### config.mk
export PLATFORM = sky130hd
export DESIGN_NAME = load_aware_copy_queue_dispatcher_top
export DESIGN_NICKNAME = d
export VERILOG_FILES = /design/src/hdl/lacqd_pkg.sv /design/src/hdl/lacqd_cfg.sv /design/src/hdl/lacqd_div.sv /design/src/hdl/lacqd_seq.sv /design/src/hdl/load_aware_copy_queue_dispatcher_top.sv
export SDC_FILE = /design/constraint.sdc
export NUM_CORES = 2
export LEC_CHECK = 0
export BUFFER_PORTS_ARGS = -buffer_cell sky130_fd_sc_hd__buf_2
export CAP_MARGIN = 25
export CORE_MARGIN = 5
export CORE_UTILIZATION = 35
export CTS_BUF_LIST = sky130_fd_sc_hd__clkbuf_4 sky130_fd_sc_hd__clkbuf_8
export DETAILED_ROUTE_END_ITERATION = 10
export SLEW_MARGIN = 20
export SYNTH_ARGS = -nofsm -noshare
export SYNTH_HDL_FRONTEND = slang
export SYNTH_SLANG_ARGS = --single-unit
### constraint.sdc
create_clock -name clk_i -period 6.5 [get_ports clk_i]
set_input_delay 0.325 -clock clk_i [delete_from_list [all_inputs] [get_ports clk_i]]
set_output_delay 0.325 -clock clk_i [all_outputs]
set_load 0.005 [all_outputs]
### src/hdl/lacqd_pkg.sv
package lacqd_pkg;

  // queue storage
  localparam int unsigned MaxQueues = 16;
  localparam int unsigned QIdxW     = $clog2(MaxQueues);

  // field widths
  localparam int unsigned CpuW   = 8;
  localparam int unsigned CountW = 5;
  localparam int unsigned LoadW  = 32;
  localparam int unsigned BytesW = 24;
  localparam int unsigned CmdW   = 2;

  // cpu number at full width: base plus largest index times stride
  localparam int unsigned ProdW    = QIdxW + CpuW;
  localparam int unsigned CpuFullW = ProdW + 1;

  // shared divider operand width
  localparam int unsigned DivW   = 8;
  localparam int unsigned DivCntW = $clog2(DivW);

  // register file
  localparam int unsigned AddrW   = 4;
  localparam int unsigned DataW   = 32;
  localparam int unsigned RegIdxW = 2;

  localparam logic [RegIdxW-1:0] RegBaseCore  = 2'd0;
  localparam logic [RegIdxW-1:0] RegStride    = 2'd1;
  localparam logic [RegIdxW-1:0] RegCount     = 2'd2;
  localparam logic [RegIdxW-1:0] RegThreshold = 2'd3;

  localparam logic [LoadW-1:0] ThreshReset = LoadW'(10 * 65536);
  localparam logic [LoadW-1:0] LoadMax     = '1;

  // request commands
  localparam logic [CmdW-1:0] CmdEnqueue  = 2'd0;
  localparam logic [CmdW-1:0] CmdComplete = 2'd1;
  localparam logic [CmdW-1:0] CmdRrPick   = 2'd2;
  localparam logic [CmdW-1:0] CmdCompact  = 2'd3;

  typedef struct packed {
    logic [CpuW-1:0]   base_core;
    logic [CpuW-1:0]   core_stride;
    logic [CountW-1:0] queue_count;
    logic [LoadW-1:0]  load_threshold;
  } cfg_t;

  typedef struct packed {
    logic            start;
    logic [DivW-1:0] dividend;
    logic [DivW-1:0] divisor;
  } div_req_t;

  typedef struct packed {
    logic            done;
    logic [DivW-1:0] quot;
    logic [DivW-1:0] rem;
  } div_rsp_t;

endpackage

### src/hdl/lacqd_cfg.sv
module lacqd_cfg (
  input  logic                              clk_i,
  input  logic                              rst_ni,
  input  logic                              psel,
  input  logic                              penable,
  input  logic                              pwrite,
  input  logic [lacqd_pkg::AddrW-1:0]       paddr,
  input  logic [lacqd_pkg::DataW-1:0]       pwdata,
  output logic [lacqd_pkg::DataW-1:0]       prdata,
  output logic                              pready,
  output lacqd_pkg::cfg_t                   cfg_o
);

  lacqd_pkg::cfg_t                    cfg_q, cfg_d;
  logic                               wr_en;
  logic [lacqd_pkg::RegIdxW-1:0]      reg_idx;

  assign pready  = 1'b1;
  assign reg_idx = paddr[lacqd_pkg::AddrW-1:2];
  assign wr_en   = psel & penable & pwrite;

  // register write decode
  always_comb begin
    cfg_d = cfg_q;
    if (wr_en) begin
      case (reg_idx)
        lacqd_pkg::RegBaseCore:  cfg_d.base_core      = pwdata[lacqd_pkg::CpuW-1:0];
        lacqd_pkg::RegStride:    cfg_d.core_stride    = pwdata[lacqd_pkg::CpuW-1:0];
        lacqd_pkg::RegCount:     cfg_d.queue_count    = pwdata[lacqd_pkg::CountW-1:0];
        lacqd_pkg::RegThreshold: cfg_d.load_threshold = pwdata[lacqd_pkg::LoadW-1:0];
        default: cfg_d = cfg_q;
      endcase
    end
  end

  always_ff @(posedge clk_i or negedge rst_ni) begin
    if (!rst_ni) begin
      cfg_q.base_core      <= '0;
      cfg_q.core_stride    <= lacqd_pkg::CpuW'(1);
      cfg_q.queue_count    <= lacqd_pkg::CountW'(1);
      cfg_q.load_threshold <= lacqd_pkg::ThreshReset;
    end else begin
      cfg_q <= cfg_d;
    end
  end

  // read back
  always_comb begin
    case (reg_idx)
      lacqd_pkg::RegBaseCore:  prdata = lacqd_pkg::DataW'(cfg_q.base_core);
      lacqd_pkg::RegStride:    prdata = lacqd_pkg::DataW'(cfg_q.core_stride);
      lacqd_pkg::RegCount:     prdata = lacqd_pkg::DataW'(cfg_q.queue_count);
      lacqd_pkg::RegThreshold: prdata = lacqd_pkg::DataW'(cfg_q.load_threshold);
      default:                 prdata = '0;
    endcase
  end

  assign cfg_o = cfg_q;

endmodule

### src/hdl/lacqd_div.sv
module lacqd_div (
  input  logic                clk_i,
  input  logic                rst_ni,
  input  lacqd_pkg::div_req_t req_i,
  output lacqd_pkg::div_rsp_t rsp_o
);

  logic                             busy_q, busy_d;
  logic                             done_q, done_d;
  logic [lacqd_pkg::DivCntW-1:0]    cnt_q, cnt_d;
  logic [lacqd_pkg::DivW-1:0]       rem_q, rem_d;
  logic [lacqd_pkg::DivW-1:0]       quo_q, quo_d;
  logic [lacqd_pkg::DivW-1:0]       dvs_q, dvs_d;
  logic [lacqd_pkg::DivW:0]         shifted;
  logic [lacqd_pkg::DivW:0]         trial;
  logic                             ge;

  // one restoring step per cycle
  assign shifted = {rem_q, quo_q[lacqd_pkg::DivW-1]};
  assign ge      = shifted >= {1'b0, dvs_q};
  assign trial   = shifted - {1'b0, dvs_q};

  always_comb begin
    busy_d = busy_q;
    done_d = 1'b0;
    cnt_d  = cnt_q;
    rem_d  = rem_q;
    quo_d  = quo_q;
    dvs_d  = dvs_q;
    if (req_i.start) begin
      busy_d = 1'b1;
      cnt_d  = '0;
      rem_d  = '0;
      quo_d  = req_i.dividend;
      dvs_d  = req_i.divisor;
    end else if (busy_q) begin
      rem_d = ge ? trial[lacqd_pkg::DivW-1:0] : shifted[lacqd_pkg::DivW-1:0];
      quo_d = {quo_q[lacqd_pkg::DivW-2:0], ge};
      cnt_d = cnt_q + 1'b1;
      if (cnt_q == lacqd_pkg::DivCntW'(lacqd_pkg::DivW - 1)) begin
        busy_d = 1'b0;
        done_d = 1'b1;
      end
    end
  end

  always_ff @(posedge clk_i or negedge rst_ni) begin
    if (!rst_ni) begin
      busy_q <= 1'b0;
      done_q <= 1'b0;
      cnt_q  <= '0;
    end else begin
      busy_q <= busy_d;
      done_q <= done_d;
      cnt_q  <= cnt_d;
    end
  end

  always_ff @(posedge clk_i) begin
    rem_q <= rem_d;
    quo_q <= quo_d;
    dvs_q <= dvs_d;
  end

  assign rsp_o.done = done_q;
  assign rsp_o.quot = quo_q;
  assign rsp_o.rem  = rem_q;

endmodule

### src/hdl/lacqd_seq.sv
module lacqd_seq (
  input  logic                               clk_i,
  input  logic                               rst_ni,
  input  lacqd_pkg::cfg_t                    cfg_i,
  input  logic                               in_valid_i,
  output logic                               in_ready_o,
  input  logic [lacqd_pkg::CmdW-1:0]         command_i,
  input  logic [lacqd_pkg::CpuW-1:0]         last_cpu_i,
  input  logic [lacqd_pkg::CpuW-1:0]         current_cpu_i,
  input  logic [lacqd_pkg::QIdxW-1:0]        queue_index_i,
  input  logic [lacqd_pkg::BytesW-1:0]       byte_count_i,
  output logic                               out_valid_o,
  input  logic                               out_ready_i,
  output logic [lacqd_pkg::CpuW-1:0]         chosen_cpu_o,
  output logic                               found_o,
  output logic [lacqd_pkg::LoadW-1:0]        queue_load_o,
  output logic                               underflow_o,
  output lacqd_pkg::div_req_t                div_req_o,
  input  lacqd_pkg::div_rsp_t                div_rsp_i
);

  localparam logic [2:0] StIdle = 3'd0;
  localparam logic [2:0] StDiv1 = 3'd1;
  localparam logic [2:0] StDiv2 = 3'd2;
  localparam logic [2:0] StScan = 3'd3;
  localparam logic [2:0] StPush = 3'd4;

  logic [2:0]                        state_q, state_d;
  logic                              rr_q, rr_d;
  logic [lacqd_pkg::CpuW-1:0]        cur_q, cur_d;
  logic [lacqd_pkg::QIdxW-1:0]       q_q, q_d;
  logic [lacqd_pkg::QIdxW-1:0]       steps_q, steps_d;

  logic [lacqd_pkg::CpuW-1:0]        res_cpu_q, res_cpu_d;
  logic                              res_found_q, res_found_d;
  logic [lacqd_pkg::LoadW-1:0]       res_load_q, res_load_d;
  logic                              res_under_q, res_under_d;

  logic                              out_valid_q, out_valid_d;
  logic [lacqd_pkg::CpuW-1:0]        out_cpu_q;
  logic                              out_found_q;
  logic [lacqd_pkg::LoadW-1:0]       out_load_q;
  logic                              out_under_q;
  logic                              out_load_en;

  logic [lacqd_pkg::LoadW-1:0]       load_mem_q [lacqd_pkg::MaxQueues];
  logic                              mem_we;
  logic [lacqd_pkg::LoadW-1:0]       mem_wdata;
  logic [lacqd_pkg::QIdxW-1:0]       rd_addr;
  logic [lacqd_pkg::LoadW-1:0]       rd_load;

  logic [lacqd_pkg::CpuW-1:0]        stride_eff;
  logic [lacqd_pkg::CountW-1:0]      n_eff;
  logic [lacqd_pkg::ProdW-1:0]       cpu_prod;
  logic [lacqd_pkg::CpuFullW-1:0]    cpu_full;
  logic                              below;
  logic                              hit;
  logic                              last_step;
  logic [lacqd_pkg::LoadW:0]         enq_sum;
  logic [lacqd_pkg::LoadW-1:0]       bytes_ext;
  logic                              cpl_under;
  logic [lacqd_pkg::CpuW-1:0]        diff;

  // next index in cyclic order over the queues in use
  function automatic logic [lacqd_pkg::QIdxW-1:0] next_idx(
    input logic [lacqd_pkg::QIdxW-1:0]  idx,
    input logic [lacqd_pkg::CountW-1:0] cnt
  );
    logic [lacqd_pkg::CountW-1:0] inc;
    inc = {1'b0, idx} + 1'b1;
    return (inc == cnt) ? '0 : inc[lacqd_pkg::QIdxW-1:0];
  endfunction

  // effective configuration
  assign stride_eff = (cfg_i.core_stride == '0) ? lacqd_pkg::CpuW'(1) : cfg_i.core_stride;
  assign n_eff = (cfg_i.queue_count > lacqd_pkg::CountW'(lacqd_pkg::MaxQueues))
                 ? lacqd_pkg::CountW'(lacqd_pkg::MaxQueues) : cfg_i.queue_count;

  // single counter read port
  assign rd_addr = (state_q == StIdle) ? queue_index_i : q_q;
  assign rd_load = load_mem_q[rd_addr];

  // cpu number and threshold test of the scanned queue
  assign cpu_prod  = lacqd_pkg::ProdW'(q_q) * lacqd_pkg::ProdW'(stride_eff);
  assign cpu_full  = lacqd_pkg::CpuFullW'(cfg_i.base_core) + lacqd_pkg::CpuFullW'(cpu_prod);
  assign below     = rd_load < cfg_i.load_threshold;
  assign hit       = below && (!rr_q || (cpu_full != lacqd_pkg::CpuFullW'(cur_q)));
  assign last_step = ({1'b0, steps_q} == (n_eff - 1'b1));

  // enqueue and complete arithmetic
  assign bytes_ext = lacqd_pkg::LoadW'(byte_count_i);
  assign enq_sum   = {1'b0, rd_load} + {1'b0, bytes_ext};
  assign cpl_under = bytes_ext > rd_load;
  assign diff      = last_cpu_i - cfg_i.base_core;

  assign in_ready_o = (state_q == StIdle);

  // sequencer
  always_comb begin
    state_d     = state_q;
    rr_d        = rr_q;
    cur_d       = cur_q;
    q_d         = q_q;
    steps_d     = steps_q;
    res_cpu_d   = res_cpu_q;
    res_found_d = res_found_q;
    res_load_d  = res_load_q;
    res_under_d = res_under_q;
    mem_we      = 1'b0;
    mem_wdata   = rd_load;
    div_req_o   = '0;
    out_load_en = 1'b0;
    out_valid_d = out_valid_q && !out_ready_i;
    case (state_q)
      StIdle: begin
        if (in_valid_i) begin
          res_cpu_d   = '0;
          res_found_d = 1'b0;
          res_load_d  = '0;
          res_under_d = 1'b0;
          case (command_i)
            lacqd_pkg::CmdEnqueue: begin
              mem_we     = 1'b1;
              mem_wdata  = enq_sum[lacqd_pkg::LoadW] ? lacqd_pkg::LoadMax
                                                      : enq_sum[lacqd_pkg::LoadW-1:0];
              res_load_d = mem_wdata;
              state_d    = StPush;
            end
            lacqd_pkg::CmdComplete: begin
              mem_we      = 1'b1;
              mem_wdata   = cpl_under ? '0 : rd_load - bytes_ext;
              res_load_d  = mem_wdata;
              res_under_d = cpl_under;
              state_d     = StPush;
            end
            lacqd_pkg::CmdRrPick: begin
              rr_d  = 1'b1;
              cur_d = current_cpu_i;
              if (n_eff == '0) begin
                state_d = StPush;
              end else begin
                div_req_o.start    = 1'b1;
                div_req_o.dividend = (last_cpu_i > cfg_i.base_core) ? diff : '0;
                div_req_o.divisor  = stride_eff;
                state_d            = StDiv1;
              end
            end
            default: begin
              rr_d    = 1'b0;
              q_d     = '0;
              steps_d = '0;
              state_d = (n_eff == '0) ? StPush : StScan;
            end
          endcase
        end
      end
      StDiv1: begin
        // start index known, reduce it modulo the queue count
        if (div_rsp_i.done) begin
          div_req_o.start    = 1'b1;
          div_req_o.dividend = div_rsp_i.quot;
          div_req_o.divisor  = lacqd_pkg::DivW'(n_eff);
          state_d            = StDiv2;
        end
      end
      StDiv2: begin
        if (div_rsp_i.done) begin
          q_d     = next_idx(div_rsp_i.rem[lacqd_pkg::QIdxW-1:0], n_eff);
          steps_d = '0;
          state_d = StScan;
        end
      end
      StScan: begin
        if (hit) begin
          res_found_d = 1'b1;
          res_cpu_d   = cpu_full[lacqd_pkg::CpuW-1:0];
          state_d     = StPush;
        end else if (last_step) begin
          state_d = StPush;
        end else begin
          q_d     = next_idx(q_q, n_eff);
          steps_d = steps_q + 1'b1;
        end
      end
      StPush: begin
        if (!out_valid_q || out_ready_i) begin
          out_load_en = 1'b1;
          out_valid_d = 1'b1;
          state_d     = StIdle;
        end
      end
      default: state_d = StIdle;
    endcase
  end

  // control registers
  always_ff @(posedge clk_i or negedge rst_ni) begin
    if (!rst_ni) begin
      state_q     <= StIdle;
      out_valid_q <= 1'b0;
    end else begin
      state_q     <= state_d;
      out_valid_q <= out_valid_d;
    end
  end

  // working and result registers
  always_ff @(posedge clk_i) begin
    rr_q        <= rr_d;
    cur_q       <= cur_d;
    q_q         <= q_d;
    steps_q     <= steps_d;
    res_cpu_q   <= res_cpu_d;
    res_found_q <= res_found_d;
    res_load_q  <= res_load_d;
    res_under_q <= res_under_d;
    if (out_load_en) begin
      out_cpu_q   <= res_cpu_q;
      out_found_q <= res_found_q;
      out_load_q  <= res_load_q;
      out_under_q <= res_under_q;
    end
  end

  // outstanding-byte counters
  always_ff @(posedge clk_i or negedge rst_ni) begin
    if (!rst_ni) begin
      for (int i = 0; i < lacqd_pkg::MaxQueues; i++) begin
        load_mem_q[i] <= '0;
      end
    end else if (mem_we) begin
      load_mem_q[rd_addr] <= mem_wdata;
    end
  end

  assign out_valid_o  = out_valid_q;
  assign chosen_cpu_o = out_cpu_q;
  assign found_o      = out_found_q;
  assign queue_load_o = out_load_q;
  assign underflow_o  = out_under_q;

  // a found pick never carries counter results
  a_found_is_pick: assert property (@(posedge clk_i) disable iff (!rst_ni)
    out_valid_o && found_o |-> (queue_load_o == '0) && !underflow_o)
    else $error("found result carries load or underflow");

  // divider answers only while the sequencer waits for it
  a_div_done_state: assert property (@(posedge clk_i) disable iff (!rst_ni)
    div_rsp_i.done |-> (state_q == StDiv1) || (state_q == StDiv2))
    else $error("divider done outside divide states");

  // scan never runs past the queues in use
  a_scan_bound: assert property (@(posedge clk_i) disable iff (!rst_ni)
    state_q == StScan |-> ({1'b0, steps_q} < n_eff))
    else $error("scan step beyond queue count");

  // an accepted request always leaves idle
  a_accept_leaves_idle: assert property (@(posedge clk_i) disable iff (!rst_ni)
    in_valid_i && in_ready_o |=> state_q != StIdle)
    else $error("accepted request did not start");

endmodule

### src/hdl/load_aware_copy_queue_dispatcher_top.sv
// Load-aware copy queue dispatcher: keeps a 32-bit outstanding-byte counter
// for each of 16 copy queues and answers one request at a time with one
// result. Enqueue and complete pass through the push state and the result
// register. A compact pick scans at most the queue count of queues, and a
// round-robin pick first uses the shared 8-step divider twice (cpu offset
// over stride, then start index modulo the queue count) and then scans; the
// scan reads one counter per cycle through a single read port. A new
// request is taken only when the sequencer is idle; the result register
// lets it be taken while the previous result still waits. Configuration
// registers at byte addresses 0 (base core), 4 (stride), 8 (queue count),
// 12 (threshold) must be written by the user only while no request is in
// flight; the block itself does not enforce this.
module load_aware_copy_queue_dispatcher_top (
  input  logic                         clk_i,
  input  logic                         rst_ni,
  input  logic                         psel,
  input  logic                         penable,
  input  logic                         pwrite,
  input  logic [lacqd_pkg::AddrW-1:0]  paddr,
  input  logic [lacqd_pkg::DataW-1:0]  pwdata,
  output logic [lacqd_pkg::DataW-1:0]  prdata,
  output logic                         pready,
  input  logic                         in_valid_i,
  output logic                         in_ready_o,
  input  logic [lacqd_pkg::CmdW-1:0]   command_i,
  input  logic [lacqd_pkg::CpuW-1:0]   last_cpu_i,
  input  logic [lacqd_pkg::CpuW-1:0]   current_cpu_i,
  input  logic [lacqd_pkg::QIdxW-1:0]  queue_index_i,
  input  logic [lacqd_pkg::BytesW-1:0] byte_count_i,
  output logic                         out_valid_o,
  input  logic                         out_ready_i,
  output logic [lacqd_pkg::CpuW-1:0]   chosen_cpu_o,
  output logic                         found_o,
  output logic [lacqd_pkg::LoadW-1:0]  queue_load_o,
  output logic                         underflow_o
);

  lacqd_pkg::cfg_t     cfg;
  lacqd_pkg::div_req_t div_req;
  lacqd_pkg::div_rsp_t div_rsp;

  // configuration registers
  lacqd_cfg u_cfg (
    .clk_i   (clk_i),
    .rst_ni  (rst_ni),
    .psel    (psel),
    .penable (penable),
    .pwrite  (pwrite),
    .paddr   (paddr),
    .pwdata  (pwdata),
    .prdata  (prdata),
    .pready  (pready),
    .cfg_o   (cfg)
  );

  // shared divider
  lacqd_div u_div (
    .clk_i  (clk_i),
    .rst_ni (rst_ni),
    .req_i  (div_req),
    .rsp_o  (div_rsp)
  );

  // sequencer, counters and result register
  lacqd_seq u_seq (
    .clk_i         (clk_i),
    .rst_ni        (rst_ni),
    .cfg_i         (cfg),
    .in_valid_i    (in_valid_i),
    .in_ready_o    (in_ready_o),
    .command_i     (command_i),
    .last_cpu_i    (last_cpu_i),
    .current_cpu_i (current_cpu_i),
    .queue_index_i (queue_index_i),
    .byte_count_i  (byte_count_i),
    .out_valid_o   (out_valid_o),
    .out_ready_i   (out_ready_i),
    .chosen_cpu_o  (chosen_cpu_o),
    .found_o       (found_o),
    .queue_load_o  (queue_load_o),
    .underflow_o   (underflow_o),
    .div_req_o     (div_req),
    .div_rsp_i     (div_rsp)
  );

endmodule
Yosys cells after proc, flatten, opt, wreduce, memory -nomap -nowiden
Index checks and enable logic that the tools add are counted.
{ "classes": {"magnitude_cmp": 7, "mux": 69, "n_mul": 1, "n_eq_ne": 24, "n_reduce_logical": 29, "n_bitwise": 4, "n_addsub": 10} }
{ "ops": {"columns": ["operator", "count"], "rows": [
  ["bitwise mux 512 bit", 1],
  ["two-way mux 32 bit", 7],
  ["binary-select mux 32 bit (select 4 bit)", 1],
  ["demux 32 bit (select 4 bit)", 1],
  ["one-hot mux 32 bit (2 select lines)", 2],
  ["one-hot mux 32 bit (4 select lines)", 1],
  ["two-way mux 17 bit", 4],
  ["two-way mux 8 bit", 7],
  ["two-way mux 4 bit", 11],
  ["one-hot mux 17 bit (2 select lines)", 1],
  ["adder 32 x 24 -> 33 bit", 1],
  ["> comparator 24 x 32 -> 1 bit", 1],
  ["< comparator 32 bit", 1],
  ["subtractor 32 x 24 -> 32 bit", 1],
  ["two-way mux 3 bit", 10],
  ["one-hot mux 4 bit (3 select lines)", 2],
  ["one-hot mux 8 bit (2 select lines)", 1],
  ["subtractor 8 bit", 2],
  ["two-way mux 1 bit", 15],
  ["one-hot mux 3 bit (5 select lines)", 1],
  ["adder 8 x 12 -> 13 bit", 1],
  ["!= test 13 x 8 -> 1 bit", 1],
  ["multiplier 4 x 8 -> 12 bit", 1],
  ["!= test 2 bit, second input constant", 6],
  ["other kinds (40)", 64]
]} }
{ "word_totals": {"out_inout_bits": 77, "register_bits": 699} }

Logic depth before layout (Yosys ltp)
{ "logic_depth": {"depth_word": 12, "ltp_mapped": 28} }

Modules after synthesis
From an unflattened synthesis, not the netlist that was laid out.
{ "unflattened": {"hier_cells": 3924, "area_unflattened_um2": 38054.0} }
{ "modules_own_cells": {"columns": ["module", "cells_each", "n_inst", "area_per_inst_um2", "seq_area_each_um2"], "rows": [
  ["lacqd_seq", 3618, 1, 34051.4, 15945.3],
  ["lacqd_cfg", 164, 1, 2421.1, 1331.3],
  ["lacqd_div", 142, 1, 1581.5, 765.7]
]} }

Worst setup path before layout
Ideal clock, no wire load.
{ "synth_timing": {"kind": "register -> register", "startpoint": "register u_seq.state_q[0]", "endpoint": "register u_seq.res_load_q[25] in the netlist's numbering, data pin", "slack_ps": 479, "stages_incl_launch_ff": 26, "path_buffers": 8, "required_time_ps": 6245, "arrival_time_ps": 5766, "period_less_slack_ps": 6021, "cell_sequence": "dfrtp_1 buf_6 or4b_4 nand2_1 buf_2 buf_2 clkbuf_1 clkbuf_1 clkbuf_1 nand2_1 nand3_1 nand3_1 a31oi_1 ha_1 clkbuf_1 o21a_1 o31a_1 o21a_1 a21boi_0 o211ai_1 a31o_2 a211o_1 and3_1 o31ai_2 buf_2 inv_1"} }
{ "synth_between": {"elab_chain_len": 9, "elab_cells_between_ends": 12, "cone_classes": "2 x add/sub; 1 x order compare; 7 x mux; 1 x bitwise; 1 x reduce/logical"} }
{ "synth_lines": {"columns": ["element", "line_no", "text"], "rows": [
  ["start, declared", "lacqd_seq.sv:28", "logic [2:0] state_q, state_d;"],
  ["start signal, assigned", "lacqd_seq.sv:199", "state_q <= StIdle;"],
  ["start signal, assigned", "lacqd_seq.sv:202", "state_q <= state_d;"],
  ["logical NOT 3 bit *", "lacqd_seq.sv:80", "assign rd_addr = (state_q == StIdle) ? queue_index_i : q_q;"],
  ["two-way mux 4 bit *", "lacqd_seq.sv:80", null],
  ["inverter 4 -> 5 bit (implied by the code) *", "lacqd_seq.sv:81", "assign rd_load = load_mem_q[rd_addr];"],
  ["binary-select mux 32 bit (select 4 bit) *", "lacqd_seq.sv:81", null],
  ["two-way mux 32 bit (implied by the code) * (2 in series)", "lacqd_seq.sv:81", null],
  ["subtractor 32 x 24 -> 32 bit (tied with other cells)", "lacqd_seq.sv:131", "mem_wdata = cpl_under ? '0 : rd_load - bytes_ext;"],
  ["two-way mux 32 bit, on equally long branches", "lacqd_seq.sv:131, lacqd_seq.sv:124", null],
  ["one-hot mux 32 bit (2 select lines) *", "lacqd_seq.sv:121", "case (command_i)"],
  ["end signal, assigned", "lacqd_seq.sv:215", "res_load_q <= res_load_d;"],
  ["end, declared", "lacqd_seq.sv:36", "logic [lacqd_pkg::LoadW-1:0] res_load_q, res_load_d;"]
]} }
Mark *: on every way between the ends. The rest lies on a longest branch, timed or not. The select of a mux whose other input is x is not followed.
A chain may end at the register's enable or synchronous reset.

Worst setup path after layout
{ "layout_timing": {"startpoint": "register u_seq.state_q[0]", "endpoint": "register u_seq.load_mem_q[329] in the netlist's numbering"} }
{ "layout_between": {"elab_chain_len": 12, "elab_cells_between_ends": 21, "cone_classes": "2 x add/sub; 3 x order compare; 13 x mux; 1 x bitwise; 2 x reduce/logical"} }
{ "layout_lines": {"columns": ["element", "line_no", "text"], "rows": [
  ["logical NOT 3 bit *", "lacqd_seq.sv:80, lacqd_seq.sv:114", null],
  ["two-way mux 4 bit", "lacqd_seq.sv:80", null],
  ["inverter 4 -> 5 bit (implied by the code)", "lacqd_seq.sv:81, lacqd_seq.sv:232", null],
  ["binary-select mux 32 bit (select 4 bit)", "lacqd_seq.sv:81", null],
  ["two-way mux 32 bit (implied by the code) (2 in series)", "lacqd_seq.sv:81", null],
  ["subtractor 32 x 24 -> 32 bit (tied with other cells)", "lacqd_seq.sv:131", null],
  ["two-way mux 32 bit, on equally long branches", "lacqd_seq.sv:131, lacqd_seq.sv:124", null],
  ["one-hot mux 32 bit (2 select lines)", "lacqd_seq.sv:121", null],
  ["two-way mux 32 bit", "lacqd_seq.sv:116", "if (in_valid_i) begin"],
  ["two-way mux 32 bit", "lacqd_seq.sv:114", "case (state_q)"],
  ["bitwise mux 512 bit", "lacqd_seq.sv:232", "load_mem_q[rd_addr] <= mem_wdata;"],
  ["end signal, assigned by index", "lacqd_seq.sv:232", null],
  ["end, declared", "lacqd_seq.sv:46", "logic [lacqd_pkg::LoadW-1:0] load_mem_q [lacqd_pkg::MaxQueues];"]
]} }
Marks and branches as above.

==> impl_metrics.json <==
{
  "run_status": "finished clean",
  "vias_in_the_first_global_route": 30710,
  "layout_worst_path_cycle_share_pct": 95.47,
  "synth_top_cell_area_share_pct": 38.02,
  "layout.nets": 4603,
  "worst_ep_arrival_time_ns": 6.87,
  "critical_path.n_buffers_inverters": 8,
  "synthMostInstantiatedCell": "sky130_fd_sc_hd__nand2_1",
  "intPower_mw": 15.09,
  "die_w_um": 337.4,
  "start_kind": "register",
  "synth_common_cells": "708 x sky130_fd_sc_hd__nand2_1, 570 x sky130_fd_sc_hd__dfrtp_1, 414 x sky130_fd_sc_hd__nor2_1, 354 x sky130_fd_sc_hd__a21oi_1, 236 x sky130_fd_sc_hd__nand3_1",
  "netlist_top_cells_area": "sky130_fd_sc_hd__dfrtp_1 38%, sky130_fd_sc_hd__edfxtp_1 9.4%, sky130_fd_sc_hd__nand2_1 7.1%",
  "power.net_switching_mw": 13.53,
  "crit_path_cell_trace": "or3_1, inv_6, mux2i_4, buf_12, buf_4, a311oi_1, a311oi_1, a31oi_1, ha_1, inv_1, o31ai_1, a21oi_1, nand3_1, o21ai_0, buf_4, nand3b_1, and4b_1, buf_12, buf_4, o32a_1, mux2_2, buf_12, a21oi_1",
  "sw_frac_of_total_pct": 47.27,
  "regToRegEndpoint": "u_seq.load_mem_q[329]",
  "syn2layout_area_growth_pct": 18.25,
  "reg2regPathDepth": 23,
  "synth_seq_area_share_pct": 48.09,
  "drt-vias-per-instance": 5.433,
  "worstMarginPinSlew_ns": 1.102,
  "antenna_left": 0,
  "totalNegativeSetupSlack_ns": 0,
  "synth.net_count": 4336,
  "max_freq_mhz": 161.2,
  "required_ns": 7.17,
  "critical_path.endpoint_type": "register",
  "insertion_delay_ns": 0.79,
  "number_of_antenna_violations_at_the_first_check_in_global_routing": 1,
  "critPathMaxFanout": 39,
  "input_output_buffers": 162,
  "grt_start_max_net_pins": 173,
  "clkPwrFrac_pct": 15.2,
  "cts_inserted_buffers": 114,
  "floorplan.initialDensity_pct": 35.14,
  "pwr-share-comb_pct": 60.7,
  "worst_setup_path_startpoint": "u_seq.state_q[0]",
  "worst_path_largest_cell_delay_ns": 0.49,
  "ctsHtreeMaxLevel": 3,
  "drt_pre_antenna_iters": 6,
  "hold_violations": 0,
  "drv_slew": 0,
  "postSynthCellCount": 4099,
  "drive_above_1_share_pct": 17.24,
  "post_synth_instance_area_um2": 37520,
  "postRouteWirelength_um": 124000,
  "rsz_0062_raised_after_global_routing": "no",
  "pwr_density_cell_nw_per_um2": 645.2,
  "async_reset_ff_share_pct": 82.12,
  "clockRootBuffer": "sky130_fd_sc_hd__clkbuf_8",
  "critical_path_depth": 23,
  "die_h_um": 337.4,
  "finalSetupViolCount": 0,
  "synth_enable_flop_cells": 117,
  "globalplace.congestion": 0.8869,
  "worst_r2r_startpoint": "u_seq.state_q[0]",
  "max-slew-margin-rel_pct": 26.54,
  "post_synth_num_cell_types": 105,
  "finalWorstPathRequiredPeriod_ns": 6.205,
  "cpMaxStageDelayCell": "sky130_fd_sc_hd__dfrtp_1",
  "dr.first_iter.drc_count": 3061,
  "total_routing_resource_utilization_after_global_routing_pct": 21.34,
  "timing.max_cap.violations": 0,
  "die_area_um2": 113800,
  "seq_power_share_pct": 24.1,
  "numClockSinks": 699,
  "final.fill_count": 10460,
  "cts_tree": "built",
  "cts-root-to-sink-buffers": 3,
  "synth.ff_latch_count": 699,
  "grt_first_pass_wirelength_um": 188100,
  "floorplan.rows": 120,
  "routed_wire_length_per_instance_um": 21.12,
  "top_level_ports": 166,
  "static_power_due_to_leakage_nw": 20.03,
  "fin_skew_ns": 0.07217,
  "cts.repair_timing.setup_buffer_count": 0,
  "hold_class": "primary input to register",
  "critical-path-top-delay-family": "compound AO/OA/AOI/OAI gates",
  "reg2reg_setup_slack_ns": 0.29,
  "yosysWarningCount": 0,
  "vdd_drop_max_mv": 0.2727,
  "grt_overflow_total": 0,
  "timing.critical_path.to": "u_seq.load_mem_q[329]",
  "core_region_area_um2": 106800,
  "dpl.hpwl_um": 84600,
  "dr_total_vias": 31910,
  "postSynthAreaPerCell_um2": 9.152,
  "clkSlewWorstSetupHoldPaths_ns": 0.06,
  "remaining_drc_errors": 0,
  "postLayoutCoreUtil_pct": 41.56,
  "synth.largest_area_cell": "sky130_fd_sc_hd__dfrtp_1",
  "crit_type": "register to register",
  "synth_top_flop_cell": "sky130_fd_sc_hd__dfrtp_1"
}
-- what timing repair did --
item                       in CTS  in global routing
setup endpoints to repair       0                130
resized for setup               0                  4
hold endpoints to repair      165                  0
hold buffers                   43                  0
-- metrics by stage --
step	power, mW	instances	hold WS, ns	cell area (um^2)	setup slack [ns]
2_1_floorplan	17.18	4099	0.02941	37520	0.4789
3_3_place_gp	23.84	5608	0.4016	41240	0.2994
3_5_place_dp	24.02	5609	0.4045	41270	0.2035
4_1_cts	28.49	5869	0.01300	44330	0.2109
5_1_grt	30.48	5872	0.06215	44360	0.002947
6_report	28.62	5872	0.09321	44360	0.2947
-- routing by layer --
metal	vias up	GRT usage (%)	part of all wire, %
met3	234	3.411	6.9
li1	14890	-	-
met4	0	7.210	3.5
met2	1143	35.00	46
met1	15640	28.94	43
met5	-	0	0
-- flip-flops by register name (all words and copies together) (netlist names), 4 cells and up --
| signal | cells |
|---|---|
| u_cfg.cfg_o | 53 |
| u_div.dvs_q | 8 |
| u_div.quo_q | 8 |
| u_div.rem_q | 8 |
| u_seq.chosen_cpu_o | 8 |
| u_seq.cur_q | 8 |
| u_seq.load_mem_q | 512 |
| u_seq.q_q | 4 |
| u_seq.queue_load_o | 32 |
| u_seq.res_cpu_q | 8 |
| u_seq.res_load_q | 32 |
| u_seq.steps_q | 4 |
-- worst min-delay path by stage --
stage                    startpoint  slack (ns)  depth (start not counted)                endpoint
6_report               command_i[0]        0.09                          2              u_seq.rr_q
5_1_grt                command_i[0]        0.06                          2              u_seq.rr_q
4_1_cts                command_i[0]        0.01                          2              u_seq.rr_q
3_5_place_dp     u_seq.res_cpu_q[0]        0.40                          0   u_seq.chosen_cpu_o[0]
3_3_place_gp   u_seq.res_load_q[28]        0.40                          0  u_seq.queue_load_o[28]
2_1_floorplan                rst_ni        0.03                          0          u_cfg.cfg_o[0]
-- power groups by stage --
stage | registers (mW) | logic [mW] | clock network [mW]
detailed placement | 6.95 | 17.1 | 0
global placement | 6.91 | 16.9 | 0
floorplan | 6.66 | 10.5 | 0
CTS | 6.88 | 17.2 | 4.44
global route | 7.06 | 18.8 | 4.64
finish | 6.90 | 17.4 | 4.35
-- layout by cell type, fill, tap and decap left out, types with 37 or more instances in the layout --
master | Yosys | routed
sky130_fd_sc_hd__a21o_1 | 37 | 37
sky130_fd_sc_hd__a21oi_1 | 354 | 354
sky130_fd_sc_hd__a311oi_1 | 54 | 54
sky130_fd_sc_hd__a31oi_1 | 39 | 39
sky130_fd_sc_hd__and3_1 | 47 | 47
sky130_fd_sc_hd__buf_12 | 0 | 43
sky130_fd_sc_hd__buf_2 | 51 | 161
sky130_fd_sc_hd__buf_4 | 9 | 186
sky130_fd_sc_hd__clkbuf_4 | 0 | 44
sky130_fd_sc_hd__clkbuf_8 | 0 | 144
sky130_fd_sc_hd__dfrtp_1 | 570 | 570
sky130_fd_sc_hd__dlygate4sd3_1 | 0 | 43
sky130_fd_sc_hd__edfxtp_1 | 117 | 117
sky130_fd_sc_hd__ha_1 | 125 | 125
sky130_fd_sc_hd__inv_1 | 150 | 149
sky130_fd_sc_hd__mux2_2 | 67 | 67
sky130_fd_sc_hd__mux2i_1 | 115 | 115
sky130_fd_sc_hd__nand2_1 | 708 | 707
sky130_fd_sc_hd__nand3_1 | 236 | 236
sky130_fd_sc_hd__nor2_1 | 414 | 394
sky130_fd_sc_hd__o21ai_0 | 230 | 229
sky130_fd_sc_hd__o22a_1 | 50 | 50
-- cell type report --
| cell class | count | area (um^2) | area share (%) |
|---|---|---|---|
| Sequential cell | 699 | 18040 | 40.67 |
| Multi-Input combinational cell | 2964 | 17830 | 40.19 |
| Timing Repair Buffer | 435 | 3523 | 7.942 |
| Clock buffer | 188 | 2312 | 5.212 |
| Tap cell | 1403 | 1755 | 3.957 |
| Inverter | 152 | 575.6 | 1.297 |
| Clock inverter | 29 | 320.3 | 0.7220 |
| Antenna cell | 2 | 5.005 | 0.01128 |
-- kinds of logic (layout without fill, tap and decap cells) --
family,Yosys count,in the layout,synth area share [%]
adder cells (fa/ha/maj),148,148,5.396
AO/OA/AOI/OAI,992,992,16.63
buffers and inverters,436,804,4.776
AND/OR/NAND/NOR,1590,1590,18.47
flip-flops,699,699,48.09
XOR/XNOR,40,40,0.9739
other,1,3,0.009996
multiplexers,193,193,5.653
(Power assumes the default switching activity.)
